`src/sv/dct2d_unnormalized_block_assert.svh`:
```
// Assertion macros shared by the 2D DCT block modules.
// Each macro expects signals named clk and rst_n in the calling module.
`ifndef DCT2D_UNNORMALIZED_BLOCK_ASSERT_SVH
`define DCT2D_UNNORMALIZED_BLOCK_ASSERT_SVH

// Condition that must hold at every clock edge outside reset.
`define DCT2D_ASSERT_ALWAYS(label, cond, msg) \
    label: assert property (@(posedge clk) disable iff (!rst_n) (cond)) else $error(msg);

// Condition that must hold in the cycle after a trigger.
`define DCT2D_ASSERT_NEXT(label, trig, cons, msg) \
    label: assert property (@(posedge clk) disable iff (!rst_n) (trig) |=> (cons)) \
        else $error(msg);

`endif

```
`src/sv/dct2d_pkg.sv`:
```
// Shared constants, types and cosine table for the 2D DCT block.
// Used by every module of the block except the generic RAM; depends on nothing else.
package dct2d_pkg;

    // Block geometry.
    localparam int ROWS   = 8;
    localparam int COLS   = 8;
    localparam int BLK    = ROWS * COLS;
    localparam int ROW_W  = $clog2(ROWS);
    localparam int COL_W  = $clog2(COLS);
    localparam int ADDR_W = $clog2(BLK);
    // Cosine table index; the row and column transforms have the same length.
    localparam int CIDX_W = $clog2(4 * COLS);

    // Data widths.
    localparam int SAMPLE_W = 12;
    localparam int ROWV_W   = 24;
    localparam int COEF_W   = 18;
    localparam int IDX_W    = 3;
    localparam int COS_W    = 16;
    localparam int PROD_W   = ROWV_W + COS_W;
    localparam int ACC_W    = PROD_W + COL_W;

    // Rounding shifts: Q14 to Q4 after the row pass, Q18 to integer after the column pass.
    localparam int ROW_SHIFT = 10;
    localparam int COL_SHIFT = 18;

    // Output transfer bookkeeping: results reserved but not yet delivered.
    localparam int CRD_MAX = 2;
    localparam int CRD_W   = 2;

    // cos(pi * a / 16) in Q1.14, rounded to nearest.
    localparam logic signed [COS_W-1:0] COS_TAB [4*COLS] = '{
        16'sd16384,  16'sd16069,  16'sd15137,  16'sd13623,
        16'sd11585,  16'sd9102,   16'sd6270,   16'sd3196,
        16'sd0,     -16'sd3196,  -16'sd6270,  -16'sd9102,
        -16'sd11585, -16'sd13623, -16'sd15137, -16'sd16069,
        -16'sd16384, -16'sd16069, -16'sd15137, -16'sd13623,
        -16'sd11585, -16'sd9102,  -16'sd6270,  -16'sd3196,
        16'sd0,      16'sd3196,   16'sd6270,   16'sd9102,
        16'sd11585,  16'sd13623,  16'sd15137,  16'sd16069
    };

    // Sequencer states.
    typedef enum logic [2:0] {
        ST_LOAD,
        ST_ROW,
        ST_ROW_DRAIN,
        ST_COL,
        ST_COL_DRAIN
    } state_t;

    // One product term issued by the sequencer to the multiply-accumulate unit.
    typedef struct packed {
        logic              valid;
        logic              first;
        logic              last;
        logic              col_pass;
        logic [CIDX_W-1:0] cos_idx;
        logic [ROW_W-1:0]  row;
        logic [COL_W-1:0]  col;
        logic              blk_last;
    } issue_t;

    // One finished sum, rounded and saturated for its pass.
    typedef struct packed {
        logic                     valid;
        logic                     col_pass;
        logic [ROW_W-1:0]         row;
        logic [COL_W-1:0]         col;
        logic                     blk_last;
        logic signed [ROWV_W-1:0] value;
    } result_t;

    // Cosine table index ((2 * pos + 1) * freq) mod 4N.
    function automatic logic [CIDX_W-1:0] cos_index(input logic [COL_W-1:0] pos,
                                                    input logic [COL_W-1:0] freq);
        logic [2*COL_W:0] t;
        t = {pos, 1'b1} * {1'b0, freq};
        return t[CIDX_W-1:0];
    endfunction

endpackage

```
`src/sv/dct2d_ram.sv`:
```
// Generic single-port-write, single-port-read synchronous RAM.
// Read data is registered; contents are not reset.
module dct2d_ram #(
    parameter int WIDTH = 12,
    parameter int DEPTH = 64
) (
    input  logic                     clk,
    input  logic                     we,
    input  logic [$clog2(DEPTH)-1:0] waddr,
    input  logic [WIDTH-1:0]         wdata,
    input  logic [$clog2(DEPTH)-1:0] raddr,
    output logic [WIDTH-1:0]         rdata
);

    logic [WIDTH-1:0] mem [DEPTH];
    logic [WIDTH-1:0] rdata_reg;

    // Write port and registered read port.
    always_ff @(posedge clk)
    begin
        if (we)
        begin
            mem[waddr] <= wdata;
        end
        rdata_reg <= mem[raddr];
    end

    assign rdata = rdata_reg;

endmodule

```
`src/sv/dct2d_mac.sv`:
```
// Shared multiply-accumulate unit: cosine lookup, product, sum, round and saturate.
// Uses dct2d_pkg; operands come from the registered read ports of the two stores.
`include "dct2d_unnormalized_block_assert.svh"

module dct2d_mac (
    input  logic                                   clk,
    input  logic                                   rst_n,
    input  dct2d_pkg::issue_t                      issue,
    input  logic [dct2d_pkg::SAMPLE_W-1:0]         sample_rdata,
    input  logic [dct2d_pkg::ROWV_W-1:0]           row_rdata,
    output dct2d_pkg::result_t                     result,
    output logic                                   busy
);

    localparam int ACC_W  = dct2d_pkg::ACC_W;
    localparam int ROWV_W = dct2d_pkg::ROWV_W;

    localparam logic signed [ACC_W-1:0] ROWV_HI =
        ACC_W'((64'sd1 <<< (dct2d_pkg::ROWV_W - 1)) - 64'sd1);
    localparam logic signed [ACC_W-1:0] ROWV_LO = -ROWV_HI - ACC_W'(1);
    localparam logic signed [ACC_W-1:0] COEF_HI =
        ACC_W'((64'sd1 <<< (dct2d_pkg::COEF_W - 1)) - 64'sd1);
    localparam logic signed [ACC_W-1:0] COEF_LO = -COEF_HI - ACC_W'(1);
    localparam logic signed [ACC_W-1:0] ROW_HALF =
        ACC_W'(64'sd1 <<< (dct2d_pkg::ROW_SHIFT - 1));
    localparam logic signed [ACC_W-1:0] COL_HALF =
        ACC_W'(64'sd1 <<< (dct2d_pkg::COL_SHIFT - 1));

    dct2d_pkg::issue_t  s1_reg, s2_reg, s3_reg;
    dct2d_pkg::result_t res_reg, res_next;

    logic signed [ROWV_W-1:0]                  operand;
    logic signed [dct2d_pkg::COS_W-1:0]        cos_val;
    logic signed [dct2d_pkg::PROD_W-1:0]       prod_reg, prod_next;
    logic signed [ACC_W-1:0]                   acc_reg, acc_next;
    logic signed [ACC_W-1:0]                   rnd_row, rnd_col, sat_val;

    // Control follows the data through the memory read, multiply and accumulate stages.
    always_ff @(posedge clk or negedge rst_n)
    begin
        if (!rst_n)
        begin
            s1_reg  <= '0;
            s2_reg  <= '0;
            s3_reg  <= '0;
            res_reg <= '0;
        end
        else
        begin
            s1_reg  <= issue;
            s2_reg  <= s1_reg;
            s3_reg  <= s2_reg;
            res_reg <= res_next;
        end
    end

    // Operand select and cosine lookup while the store read data is valid.
    always_comb
    begin
        if (s1_reg.col_pass)
        begin
            operand = $signed(row_rdata);
        end
        else
        begin
            operand = ROWV_W'($signed(sample_rdata));
        end
        cos_val   = dct2d_pkg::COS_TAB[s1_reg.cos_idx];
        prod_next = operand * cos_val;
    end

    // Accumulate: the first term of a sum restarts the accumulator.
    always_comb
    begin
        if (s2_reg.first)
        begin
            acc_next = ACC_W'(prod_reg);
        end
        else
        begin
            acc_next = acc_reg + ACC_W'(prod_reg);
        end
    end

    always_ff @(posedge clk)
    begin
        prod_reg <= prod_next;
        if (s2_reg.valid)
        begin
            acc_reg <= acc_next;
        end
    end

    // Round to nearest (ties up) and saturate once the last term is in.
    always_comb
    begin
        rnd_row = (acc_reg + ROW_HALF) >>> dct2d_pkg::ROW_SHIFT;
        rnd_col = (acc_reg + COL_HALF) >>> dct2d_pkg::COL_SHIFT;
        if (s3_reg.col_pass)
        begin
            if (rnd_col > COEF_HI)
            begin
                sat_val = COEF_HI;
            end
            else if (rnd_col < COEF_LO)
            begin
                sat_val = COEF_LO;
            end
            else
            begin
                sat_val = rnd_col;
            end
        end
        else
        begin
            if (rnd_row > ROWV_HI)
            begin
                sat_val = ROWV_HI;
            end
            else if (rnd_row < ROWV_LO)
            begin
                sat_val = ROWV_LO;
            end
            else
            begin
                sat_val = rnd_row;
            end
        end
        res_next.valid    = s3_reg.valid && s3_reg.last;
        res_next.col_pass = s3_reg.col_pass;
        res_next.row      = s3_reg.row;
        res_next.col      = s3_reg.col;
        res_next.blk_last = s3_reg.blk_last;
        res_next.value    = ROWV_W'(sat_val);
    end

    assign result = res_reg;
    assign busy   = s1_reg.valid || s2_reg.valid || s3_reg.valid || res_reg.valid;

    // A column term must never share the pipeline with a row term still in flight.
    `DCT2D_ASSERT_ALWAYS(a_no_pass_mix, !(s1_reg.valid && s1_reg.col_pass && ((s2_reg.valid && !s2_reg.col_pass) || (s3_reg.valid && !s3_reg.col_pass))), "row and column terms mixed in the pipeline")
    // The terms of one sum arrive in consecutive cycles.
    `DCT2D_ASSERT_NEXT(a_terms_contiguous, s2_reg.valid && !s2_reg.last, s2_reg.valid && !s2_reg.first, "gap or restart inside one sum")

endmodule

```
`src/sv/dct2d_outq.sv`:
```
// Two-entry output queue that holds finished coefficients until the sink takes them.
// Uses dct2d_pkg for the result type.
`include "dct2d_unnormalized_block_assert.svh"

module dct2d_outq (
    input  logic               clk,
    input  logic               rst_n,
    input  logic               push,
    input  dct2d_pkg::result_t push_data,
    input  logic               pop,
    output logic               head_valid,
    output dct2d_pkg::result_t head
);

    dct2d_pkg::result_t ent_reg [2];
    logic               wr_ptr_reg, wr_ptr_next;
    logic               rd_ptr_reg, rd_ptr_next;
    logic [1:0]         cnt_reg, cnt_next;

    // Pointer and fill count update.
    always_comb
    begin
        wr_ptr_next = wr_ptr_reg;
        rd_ptr_next = rd_ptr_reg;
        cnt_next    = cnt_reg;
        if (push)
        begin
            wr_ptr_next = ~wr_ptr_reg;
        end
        if (pop)
        begin
            rd_ptr_next = ~rd_ptr_reg;
        end
        if (push && !pop)
        begin
            cnt_next = cnt_reg + 2'd1;
        end
        else if (pop && !push)
        begin
            cnt_next = cnt_reg - 2'd1;
        end
    end

    always_ff @(posedge clk or negedge rst_n)
    begin
        if (!rst_n)
        begin
            wr_ptr_reg <= 1'b0;
            rd_ptr_reg <= 1'b0;
            cnt_reg    <= 2'd0;
        end
        else
        begin
            wr_ptr_reg <= wr_ptr_next;
            rd_ptr_reg <= rd_ptr_next;
            cnt_reg    <= cnt_next;
        end
    end

    // Entry storage.
    always_ff @(posedge clk)
    begin
        if (push)
        begin
            ent_reg[wr_ptr_reg] <= push_data;
        end
    end

    assign head_valid = (cnt_reg != 2'd0);
    assign head       = ent_reg[rd_ptr_reg];

    // The reservation scheme upstream must keep the queue from overflowing.
    `DCT2D_ASSERT_ALWAYS(a_q_no_overflow, !(push && cnt_reg == 2'd2 && !pop), "output queue overflow")

endmodule

```
`src/sv/dct2d_seq.sv`:
```
// Sequencer: sample loading, row and column pass address generation, output reservations.
// Uses dct2d_pkg; drives the store addresses and the multiply-accumulate issue.
`include "dct2d_unnormalized_block_assert.svh"

module dct2d_seq (
    input  logic                              clk,
    input  logic                              rst_n,
    input  logic                              load_xfer,
    input  logic                              mac_busy,
    input  logic                              out_xfer,
    output logic                              load_ready,
    output logic [dct2d_pkg::ADDR_W-1:0]      load_addr,
    output logic [dct2d_pkg::ADDR_W-1:0]      sample_raddr,
    output logic [dct2d_pkg::ADDR_W-1:0]      row_raddr,
    output dct2d_pkg::issue_t                 issue
);

    localparam int ADDR_W = dct2d_pkg::ADDR_W;
    localparam int ROW_W  = dct2d_pkg::ROW_W;
    localparam int COL_W  = dct2d_pkg::COL_W;
    localparam int CRD_W  = dct2d_pkg::CRD_W;

    dct2d_pkg::state_t  state_reg, state_next;
    logic [ADDR_W-1:0]  load_pos_reg, load_pos_next;
    logic [ROW_W-1:0]   o_reg, o_next;
    logic [COL_W-1:0]   k_reg, k_next;
    logic [COL_W-1:0]   n_reg, n_next;
    logic [CRD_W-1:0]   crd_reg, crd_next;
    logic               start;

    always_ff @(posedge clk or negedge rst_n)
    begin
        if (!rst_n)
        begin
            state_reg    <= dct2d_pkg::ST_LOAD;
            load_pos_reg <= '0;
            o_reg        <= '0;
            k_reg        <= '0;
            n_reg        <= '0;
            crd_reg      <= '0;
        end
        else
        begin
            state_reg    <= state_next;
            load_pos_reg <= load_pos_next;
            o_reg        <= o_next;
            k_reg        <= k_next;
            n_reg        <= n_next;
            crd_reg      <= crd_next;
        end
    end

    // Store addresses: row pass reads x[o][n], column pass reads r[n][k].
    always_comb
    begin
        sample_raddr = ADDR_W'(int'(o_reg) * dct2d_pkg::COLS + int'(n_reg));
        row_raddr    = ADDR_W'(int'(n_reg) * dct2d_pkg::COLS + int'(k_reg));
        load_addr    = load_pos_reg;
    end

    // Next state, counters and issue.
    always_comb
    begin
        state_next    = state_reg;
        load_pos_next = load_pos_reg;
        o_next        = o_reg;
        k_next        = k_reg;
        n_next        = n_reg;
        load_ready    = 1'b0;
        issue         = '0;
        start         = 1'b0;

        case (state_reg)
            dct2d_pkg::ST_LOAD:
            begin
                load_ready = 1'b1;
                if (load_xfer)
                begin
                    if (load_pos_reg == ADDR_W'(dct2d_pkg::BLK - 1))
                    begin
                        load_pos_next = '0;
                        o_next        = '0;
                        k_next        = '0;
                        n_next        = '0;
                        state_next    = dct2d_pkg::ST_ROW;
                    end
                    else
                    begin
                        load_pos_next = load_pos_reg + ADDR_W'(1);
                    end
                end
            end

            dct2d_pkg::ST_ROW:
            begin
                // One product per cycle: row o, frequency k, sample n.
                issue.valid    = 1'b1;
                issue.first    = (n_reg == '0);
                issue.last     = (n_reg == COL_W'(dct2d_pkg::COLS - 1));
                issue.col_pass = 1'b0;
                issue.cos_idx  = dct2d_pkg::cos_index(n_reg, k_reg);
                issue.row      = o_reg;
                issue.col      = k_reg;
                issue.blk_last = 1'b0;
                if (n_reg == COL_W'(dct2d_pkg::COLS - 1))
                begin
                    n_next = '0;
                    if (k_reg == COL_W'(dct2d_pkg::COLS - 1))
                    begin
                        k_next = '0;
                        if (o_reg == ROW_W'(dct2d_pkg::ROWS - 1))
                        begin
                            o_next     = '0;
                            state_next = dct2d_pkg::ST_ROW_DRAIN;
                        end
                        else
                        begin
                            o_next = o_reg + ROW_W'(1);
                        end
                    end
                    else
                    begin
                        k_next = k_reg + COL_W'(1);
                    end
                end
                else
                begin
                    n_next = n_reg + COL_W'(1);
                end
            end

            dct2d_pkg::ST_ROW_DRAIN:
            begin
                // Interlock: every row result is written before the column pass reads.
                if (!mac_busy)
                begin
                    state_next = dct2d_pkg::ST_COL;
                end
            end

            dct2d_pkg::ST_COL:
            begin
                // A new coefficient starts only when an output slot is reserved for it.
                if ((n_reg != '0) || (crd_reg < CRD_W'(dct2d_pkg::CRD_MAX)))
                begin
                    start          = (n_reg == '0);
                    issue.valid    = 1'b1;
                    issue.first    = (n_reg == '0);
                    issue.last     = (n_reg == COL_W'(dct2d_pkg::ROWS - 1));
                    issue.col_pass = 1'b1;
                    issue.cos_idx  = dct2d_pkg::cos_index(n_reg, COL_W'(o_reg));
                    issue.row      = o_reg;
                    issue.col      = k_reg;
                    issue.blk_last = (o_reg == ROW_W'(dct2d_pkg::ROWS - 1))
                                     && (k_reg == COL_W'(dct2d_pkg::COLS - 1));
                    if (n_reg == COL_W'(dct2d_pkg::ROWS - 1))
                    begin
                        n_next = '0;
                        if (k_reg == COL_W'(dct2d_pkg::COLS - 1))
                        begin
                            k_next = '0;
                            if (o_reg == ROW_W'(dct2d_pkg::ROWS - 1))
                            begin
                                o_next     = '0;
                                state_next = dct2d_pkg::ST_COL_DRAIN;
                            end
                            else
                            begin
                                o_next = o_reg + ROW_W'(1);
                            end
                        end
                        else
                        begin
                            k_next = k_reg + COL_W'(1);
                        end
                    end
                    else
                    begin
                        n_next = n_reg + COL_W'(1);
                    end
                end
            end

            dct2d_pkg::ST_COL_DRAIN:
            begin
                // Wait until every coefficient of the block has been transferred.
                if (crd_reg == '0)
                begin
                    state_next = dct2d_pkg::ST_LOAD;
                end
            end

            default:
            begin
                state_next = dct2d_pkg::ST_LOAD;
            end
        endcase
    end

    // Reservations: taken when a coefficient starts, returned on its output transfer.
    always_comb
    begin
        crd_next = crd_reg;
        if (start && !out_xfer)
        begin
            crd_next = crd_reg + CRD_W'(1);
        end
        else if (out_xfer && !start)
        begin
            crd_next = crd_reg - CRD_W'(1);
        end
    end

    `DCT2D_ASSERT_ALWAYS(a_crd_max, crd_reg <= CRD_W'(dct2d_pkg::CRD_MAX), "output reservations exceed queue depth")
    `DCT2D_ASSERT_ALWAYS(a_xfer_reserved, !(out_xfer && crd_reg == '0), "output transfer without a reservation")

endmodule

```
`src/sv/dct2d_unnormalized_block.sv`:
```
// Unnormalized 8x8 2D DCT-II: 64 samples in, 64 coefficients out, row-major.
// Samples are written to the sample store in the load state; the transform uses one
// multiply-accumulate doing 1024 products, one per cycle unless the column pass waits
// for an output reservation. The next block's samples are accepted only after every
// coefficient of the current block has been transferred, so sink stalls delay them.
// Reset clears the sequencer, load position and output queue; stores are not cleared.
module dct2d_unnormalized_block (
    input  logic        clk,
    input  logic        rst_n,
    input  logic        s_axis_tvalid,
    output logic        s_axis_tready,
    input  logic [15:0] s_axis_tdata,   // [11:0] sample, [15:12] zero
    output logic        m_axis_tvalid,
    input  logic        m_axis_tready,
    output logic [23:0] m_axis_tdata,   // [17:0] coefficient, [20:18] row_index, [23:21] col_index
    output logic        m_axis_tlast    // last_of_block
);

    dct2d_pkg::issue_t                 issue;
    dct2d_pkg::result_t                result;
    dct2d_pkg::result_t                head;
    logic                              load_xfer;
    logic                              out_xfer;
    logic                              mac_busy;
    logic                              head_valid;
    logic [dct2d_pkg::ADDR_W-1:0]      load_addr;
    logic [dct2d_pkg::ADDR_W-1:0]      sample_raddr;
    logic [dct2d_pkg::ADDR_W-1:0]      row_raddr;
    logic [dct2d_pkg::ADDR_W-1:0]      row_waddr;
    logic [dct2d_pkg::SAMPLE_W-1:0]    sample_rdata;
    logic [dct2d_pkg::ROWV_W-1:0]      row_rdata;

    assign load_xfer = s_axis_tvalid && s_axis_tready;
    assign out_xfer  = m_axis_tvalid && m_axis_tready;

    dct2d_seq u_seq (
        .clk          (clk),
        .rst_n        (rst_n),
        .load_xfer    (load_xfer),
        .mac_busy     (mac_busy),
        .out_xfer     (out_xfer),
        .load_ready   (s_axis_tready),
        .load_addr    (load_addr),
        .sample_raddr (sample_raddr),
        .row_raddr    (row_raddr),
        .issue        (issue)
    );

    // Sample store: written by input transfers, read by the row pass.
    dct2d_ram #(
        .WIDTH (dct2d_pkg::SAMPLE_W),
        .DEPTH (dct2d_pkg::BLK)
    ) u_sample_ram (
        .clk   (clk),
        .we    (load_xfer),
        .waddr (load_addr),
        .wdata (s_axis_tdata[dct2d_pkg::SAMPLE_W-1:0]),
        .raddr (sample_raddr),
        .rdata (sample_rdata)
    );

    // Row pass store: written with row results, read by the column pass.
    assign row_waddr = dct2d_pkg::ADDR_W'(int'(result.row) * dct2d_pkg::COLS
                                          + int'(result.col));

    dct2d_ram #(
        .WIDTH (dct2d_pkg::ROWV_W),
        .DEPTH (dct2d_pkg::BLK)
    ) u_row_ram (
        .clk   (clk),
        .we    (result.valid && !result.col_pass),
        .waddr (row_waddr),
        .wdata (result.value),
        .raddr (row_raddr),
        .rdata (row_rdata)
    );

    dct2d_mac u_mac (
        .clk          (clk),
        .rst_n        (rst_n),
        .issue        (issue),
        .sample_rdata (sample_rdata),
        .row_rdata    (row_rdata),
        .result       (result),
        .busy         (mac_busy)
    );

    dct2d_outq u_outq (
        .clk        (clk),
        .rst_n      (rst_n),
        .push       (result.valid && result.col_pass),
        .push_data  (result),
        .pop        (out_xfer),
        .head_valid (head_valid),
        .head       (head)
    );

    // Output stream packing.
    assign m_axis_tvalid = head_valid;
    assign m_axis_tdata  = {head.col[dct2d_pkg::IDX_W-1:0],
                            head.row[dct2d_pkg::IDX_W-1:0],
                            head.value[dct2d_pkg::COEF_W-1:0]};
    assign m_axis_tlast  = head.blk_last;

endmodule
```
`config.mk`:
```
export PLATFORM = sky130hd
export DESIGN_NAME = dct2d_unnormalized_block
export DESIGN_NICKNAME = d
export VERILOG_FILES = /design/src/sv/dct2d_pkg.sv /design/src/sv/dct2d_ram.sv /design/src/sv/dct2d_mac.sv /design/src/sv/dct2d_outq.sv /design/src/sv/dct2d_seq.sv /design/src/sv/dct2d_unnormalized_block.sv
export VERILOG_INCLUDE_DIRS = /design/src /design/src/sv
export SDC_FILE = /design/constraint.sdc
export NUM_CORES = 2
export LEC_CHECK = 0
export BUFFER_PORTS_ARGS = -buffer_cell sky130_fd_sc_hd__buf_2
export CAP_MARGIN = 10
export CORE_UTILIZATION = 45
export DETAILED_ROUTE_END_ITERATION = 8
export SYNTH_ARGS = -nofsm -noshare
export SYNTH_HDL_FRONTEND = slang
export SYNTH_SLANG_ARGS = --single-unit
export TNS_END_PERCENT = 1
```
`constraint.sdc`:
```
create_clock -name clk -period 8.8 [get_ports clk]
set_clock_uncertainty 0.05 [all_clocks]
set_input_delay 0.88 -clock clk [delete_from_list [all_inputs] [get_ports clk]]
set_output_delay 0.88 -clock clk [all_outputs]
set_load 0.005 [all_outputs]
```
# == Word-level counts from Yosys, hierarchy flattened ==
# Memory sizes are Yosys's and may differ from the RTL's. A register that Yosys moved wholly into a read port is not among the register bits.
# Index checks and enable logic that the tools add are counted.
# word_totals
ramBits,2370
ff_bits,177
n_memories,4
mem_bits_ro,512
wordCells,167
output_inout_bits,27
# memory_table
memory,words,word_bits,rd,rd_ports_with_merged_regs,wr,line,rtl
u_row_ram.mem,64,24,1,1,1,dct2d_ram.sv:15,logic [WIDTH-1:0] mem [DEPTH];
u_sample_ram.mem,64,12,1,1,1,dct2d_ram.sv:15,
(no name shown),32,16,1,0,0,dct2d_mac.sv:68,cos_val = dct2d_pkg::COS_TAB[s1_reg.cos_idx];
u_outq.ent_reg,2,33,1,0,1,dct2d_outq.sv:15,dct2d_pkg::result_t ent_reg [2];
# classes
bitwise_logic,3
n_lt_le_gt_ge,6
n_mux,51
add_sub_neg,14
eq_ne,19
n_reduce_logical,29
multipliers,3
# ops
operator,n
24-bit 2-to-1 mux,6
3-bit 2-to-1 mux,22
16-bit 2-to-1 mux,3
43-bit by 11-bit adder with 43-bit output (second input constant),1
43-bit by 19-bit adder with 43-bit output (second input constant),1
43-bit by 40-bit adder with 43-bit output,1
43-bit 2-to-1 mux,1
24-bit by 16-bit multiplier with 40-bit output,1
33-bit by 24-bit greater-than comparator with 1-bit output (second input constant),1
33-bit by 24-bit less-than comparator with 1-bit output (second input constant),1
16-bit case mux with 2 select lines,1
3-bit case mux with 3 select lines,3
25-bit by 18-bit greater-than comparator with 1-bit output (second input constant),1
25-bit by 18-bit less-than comparator with 1-bit output (second input constant),1
6-bit by 3-bit adder with 6-bit output,3
2-bit by 1-bit inequality test with 1-bit output (second input constant),9
3-bit case mux with 5 select lines,1
3-bit equality test (second input constant),4
11-bit AND reduction,1
1-bit logical AND,10
4-bit by 3-bit multiplier with 5-bit output,2
3-bit by 1-bit adder with 3-bit output (second input constant),3
1-bit 2-to-1 mux,9
2-bit 2-to-1 mux,4
20 further kinds,35

# == Longest topological paths before layout ==
# depth
ltp_word,8
depth_mapped,31
ltp_nobuf,30

# == Modules after synthesis ==
# From an unflattened synthesis, not the netlist that was laid out.
# hier_totals
hier_cells,6788
hier_area_um2,116147.6
# modules_own_cells
mod,seq_area_each_um2,area_each_um2,instances,cells_each
dct2d_ram (u_row_ram),46604.7,59295.6,1,2610
dct2d_ram (u_sample_ram),23302.3,29851.1,1,1339
dct2d_mac,3843.7,22654.2,1,2559
dct2d_outq,2082.0,2716.4,1,118
dct2d_seq,500.5,1601.5,1,158
dct2d_unnormalized_block,0.0,28.8,1,4

# == Worst setup path after synthesis ==
# No wires, ideal clock.
# synth_path
path_type,reg2reg
start,register u_mac.s1_reg[8] (netlist bit)
end,register u_mac.prod_reg[38] (netlist bit)
arrival_ns,7.484
path_slack_ns,1.133
stages_incl_launch_ff,29
setup_time_ns,0.133
synth_period_minus_slack_ns,7.667
path_cell_list,dfrtp_1 -> inv_1 -> ha_1 -> nor2_1 -> a21oi_1 -> mux2_2 -> a21o_1 -> clkbuf_1 -> clkbuf_1 -> nand2_1 -> fa_1 -> fa_1 -> fa_1 -> fa_1 -> inv_1 -> fa_1 -> inv_1 -> fa_1 -> inv_1 -> ha_1 -> a21o_1 -> a21o_1 -> a221oi_1 -> o211ai_1 -> a31oi_2 -> o211ai_1 -> a221oi_1 -> mux2i_1 -> o2111ai_1
# synth_between
elab_chain_cells,5
# synth_rtl
element,line,rtl
start: declaration,dct2d_mac.sv:29,"dct2d_pkg::issue_t s1_reg, s2_reg, s3_reg;"
start signal: assignment,dct2d_mac.sv:50,s1_reg <= issue;
5-bit inverter with 6-bit output (not written as such),dct2d_mac.sv:68,
memory read 32 x 16 bit,--,
16-bit 2-to-1 mux (not written as such) (2 in a row),dct2d_mac.sv:68,
24-bit by 16-bit multiplier with 40-bit output,dct2d_mac.sv:69,prod_next = operand * cos_val;
net u_mac.prod_next (one bit),dct2d_mac.sv:34,"logic signed [dct2d_pkg::PROD_W-1:0] prod_reg, prod_next;"
end signal: assignment,dct2d_mac.sv:87,prod_reg <= prod_next;
end: declaration,dct2d_mac.sv:34,
# The timed path passes the listed nets, and every way through them passes these cells. The select of a mux whose other input is x is not followed.
# A chain may end at the register's enable or synchronous reset.

# == Worst setup path after layout ==
# layout_path
start,register u_mac.s1_reg[9] (netlist bit)
end,register u_mac.prod_reg[29] (netlist bit)
# Same word-level chain as after synthesis.

==> run metrics <==
status=complete, but fails checks; failing checks=design-rule violations; die width=507 um; pin count of the biggest net entering global routing=125; io pins=47; Die Area=257000 sq um; switching power=4.65 mW; RSZ-0062 raised after global routing=false; worst reg2reg startpoint=u_mac.s1_reg[9]; Gate power share=0.3%; Leakage Power=43.7 nW; Ys Warns=0; core area=254000 sq um; WP depth=26; Power Total=24.2 mW; Sw Ratio=19.2%; Setup violations, final=0; Clk pwr share=45.1%; number of synthesized register bits=2567; Largest register FFs=1536; CP Launch Type=flop; CTS Buf Count=281; H-Tree Depth=5; area grow syn2layout=11.7%; placer congestion estimate=0.851; Reg2Reg Depth=26; Nets=7037; initial DRC count=5608; Worst path slowest cell=dfrtp_1; DP Wirelength=167000 um; DP Area=120000 sq um; crit-path max cell delay=750 ps; post-route cell area=128000 sq um; Root Driver=clkbuf_16; Post-Syn Instances=6289; WP buf/inv=6; most frequent cells after synthesis=edfxtp_1, mux4_2, inv_1, nor2_1, nand2_1; Req. time, crit path=9490 ps; worst hold slack=292 ps; CTS tree=yes; CP endpoint=u_mac.prod_reg[29]; drt drc=4; largest area contributor in the netlist=edfxtp_1; Fin. Hold Viols=0; total negative setup slack=0 ps; sequential share of the synthesized area=66.1%; CP endpoint kind=flop; Synth Flop Type=edfxtp_1; Clock Latency Late Sink=930 ps; row cnt=185; syn avg cell area=18.2 sq um; Vias=57950; Sink Count=2567; GR Util All Layers=21.9%; height of the die=507 um; dpl ws=98.3 ps; Pins Over Slew Limit=0; share of cells above drive strength 1=22.7%; Port Buffers=42; post-DR vias/cell=5.78; Max VDD drop=191 uV; routed wire length per instance=27.9 um; Rel. slew slack=18.0%; syn nets=6855; CP startpoint=u_mac.s1_reg[9]; clock period minus worst slack=8340 ps; Flop pwr share=54.6%; vias in the first global route=59730; top cells by area, synth=edfxtp_1, mux4_2, fa_1; most frequent cell after synthesis=edfxtp_1; Distinct cells, synth=89; Detail Route Antenna Nets=0; Initial Utilization=45.2%; Async SR Flop Fraction=3.66%; Crit Reg-Reg Endpoint=u_mac.prod_reg[29]; Slew @ Worst Pin=1230 ps; final worst setup slack=456 ps; Max Cap Viol=0; number of synthesized flops with an enable pin=2397; Top cell by count, worst path=fa_1; Mapped Area=115000 sq um; maximum clock rate=120 MHz; P_int=19.5 mW; Crit path arrival time=9030 ps; crit-path max FO=20; Hold Path Class=reg2reg; total congestion overflow=0; initial antenna violation count=9; PwrDens=188 nW/um^2; Reg clk slew, reported paths=60 ps; drt first pass iters=9; Total Wirelength=280000 um; fin crit share=94.8%; wire length of the first global-routing pass=409000 um; top-area cell type share of the netlist area=62.7%; CTS Buffer Depth=4; delay-heaviest family, CP=adder cells; kind of critical path=reg2reg; R2R setup slack=460 ps
==> power groups by stage <==
| stage | Sequential, mW | Clock [mW] | Combinational [mW] |
|---|---|---|---|
| floorplan | 13.5 | 0 | 0.0000419 |
| CTS | 13.2 | 11.1 | 0.0713 |
| global placement | 13.5 | 0 | 0.0656 |
| finish | 13.2 | 10.9 | 0.0731 |
| detailed placement | 13.5 | 0 | 0.0709 |
| global route | 13.2 | 11.5 | 0.0813 |
==> cell type report <==
| cell class | instances | area (sq um) |
|---|---|---|
| fill | 20524 | 125000 |
| sequential | 2567 | 75900 |
| multi-input combinational | 2979 | 36500 |
| clock buffer | 363 | 7550 |
| tap | 3366 | 4210 |
| inverter | 452 | 1700 |
| timing repair buffer | 190 | 1510 |
| clock inverter | 109 | 790 |
| antenna | 7 | 17.5 |
==> routing by layer <==
| metal | up-vias | wire (um) | global-route usage (%) |
|---|---|---|---|
| met5 | - | 0 | 0 |
| met4 | 0 | 8140 | 6.57 |
| met3 | 409 | 17700 | 3.51 |
| met2 | 1993 | 133000 | 34.8 |
| met1 | 30993 | 120000 | 31.2 |
| li1 | 24555 | - | - |
==> worst min path at each step <==
stage | cells past startpoint | end | slack, ps | start
global placement | 0 | u_mac.res_next[28] | 280 | u_mac.s2_reg[4]
global route | 0 | u_mac.result[29] | 300 | u_mac.res_next[29]
finish | 0 | u_mac.result[30] | 290 | u_mac.res_next[30]
CTS | 0 | u_mac.result[30] | 290 | u_mac.res_next[30]
floorplan | 0 | u_mac.res_next[24] | 280 | u_mac.s2_reg[0]
detailed placement | 0 | u_mac.res_next[31] | 290 | u_mac.s2_reg[12]
==> logic make-up after synthesis <==
group,synth area share (%)
buffers and inverters,2.53
AND/OR/NAND/NOR,4.04
AO/OA/AOI/OAI,2.40
adder cells (fa/ha/maj),8.45
XOR/XNOR,1.02
flip-flops,66.1
multiplexers,15.5
==> layout by cell type (no fill, tap or decap), types with 14 or more instances in the layout <==
cell type	synthesis	final
mux2i_1	18	18
dfrtp_2	0	30
inv_1	451	450
nand2b_1	26	26
dfxtp_1	76	76
clkbuf_1	202	69
clkbuf_16	0	288
nor2_1	422	341
mux4_2	758	758
a21oi_1	116	109
a31oi_1	18	17
nand3_1	44	44
and2_1	35	35
o21a_1	21	21
o211ai_1	15	15
buf_2	35	41
o21ai_0	80	80
xnor2_1	72	72
and3_1	24	23
xor2_1	62	62
a21o_1	53	52
nor2b_1	16	16
buf_4	6	134
fa_1	381	381
edfxtp_1	2397	2397
dfrtp_1	94	57
mux2_2	41	41
o21bai_1	16	16
clkinv_2	0	33
a211oi_1	18	18
o22a_1	14	14
nor2_2	0	30
nor3_1	24	24
ha_1	165	165
nand4_1	19	19
clkinv_1	1	52
nand2_1	383	383
nor2_4	0	51
==> per-stage QoR <==
stage / instances / util, %
2_1_floorplan: 6289 / -
3_3_place_gp: 9544 / 47.2
3_5_place_dp: 9544 / 47.2
4_1_cts: 10017 / 50.5
5_1_grt: 10028 / 50.5
6_report: 10033 / 50.5
==> repair_timing <==
action | 4_1_cts | 5_1_grt
hold endpoints to repair | 31 | 0
hold buffers | 1 | 0
setup buffers | 0 | 1
gates resized for setup | 0 | 8
setup endpoints to repair | 0 | 7
No activity file was read; power rests on OpenSTA's default activity.
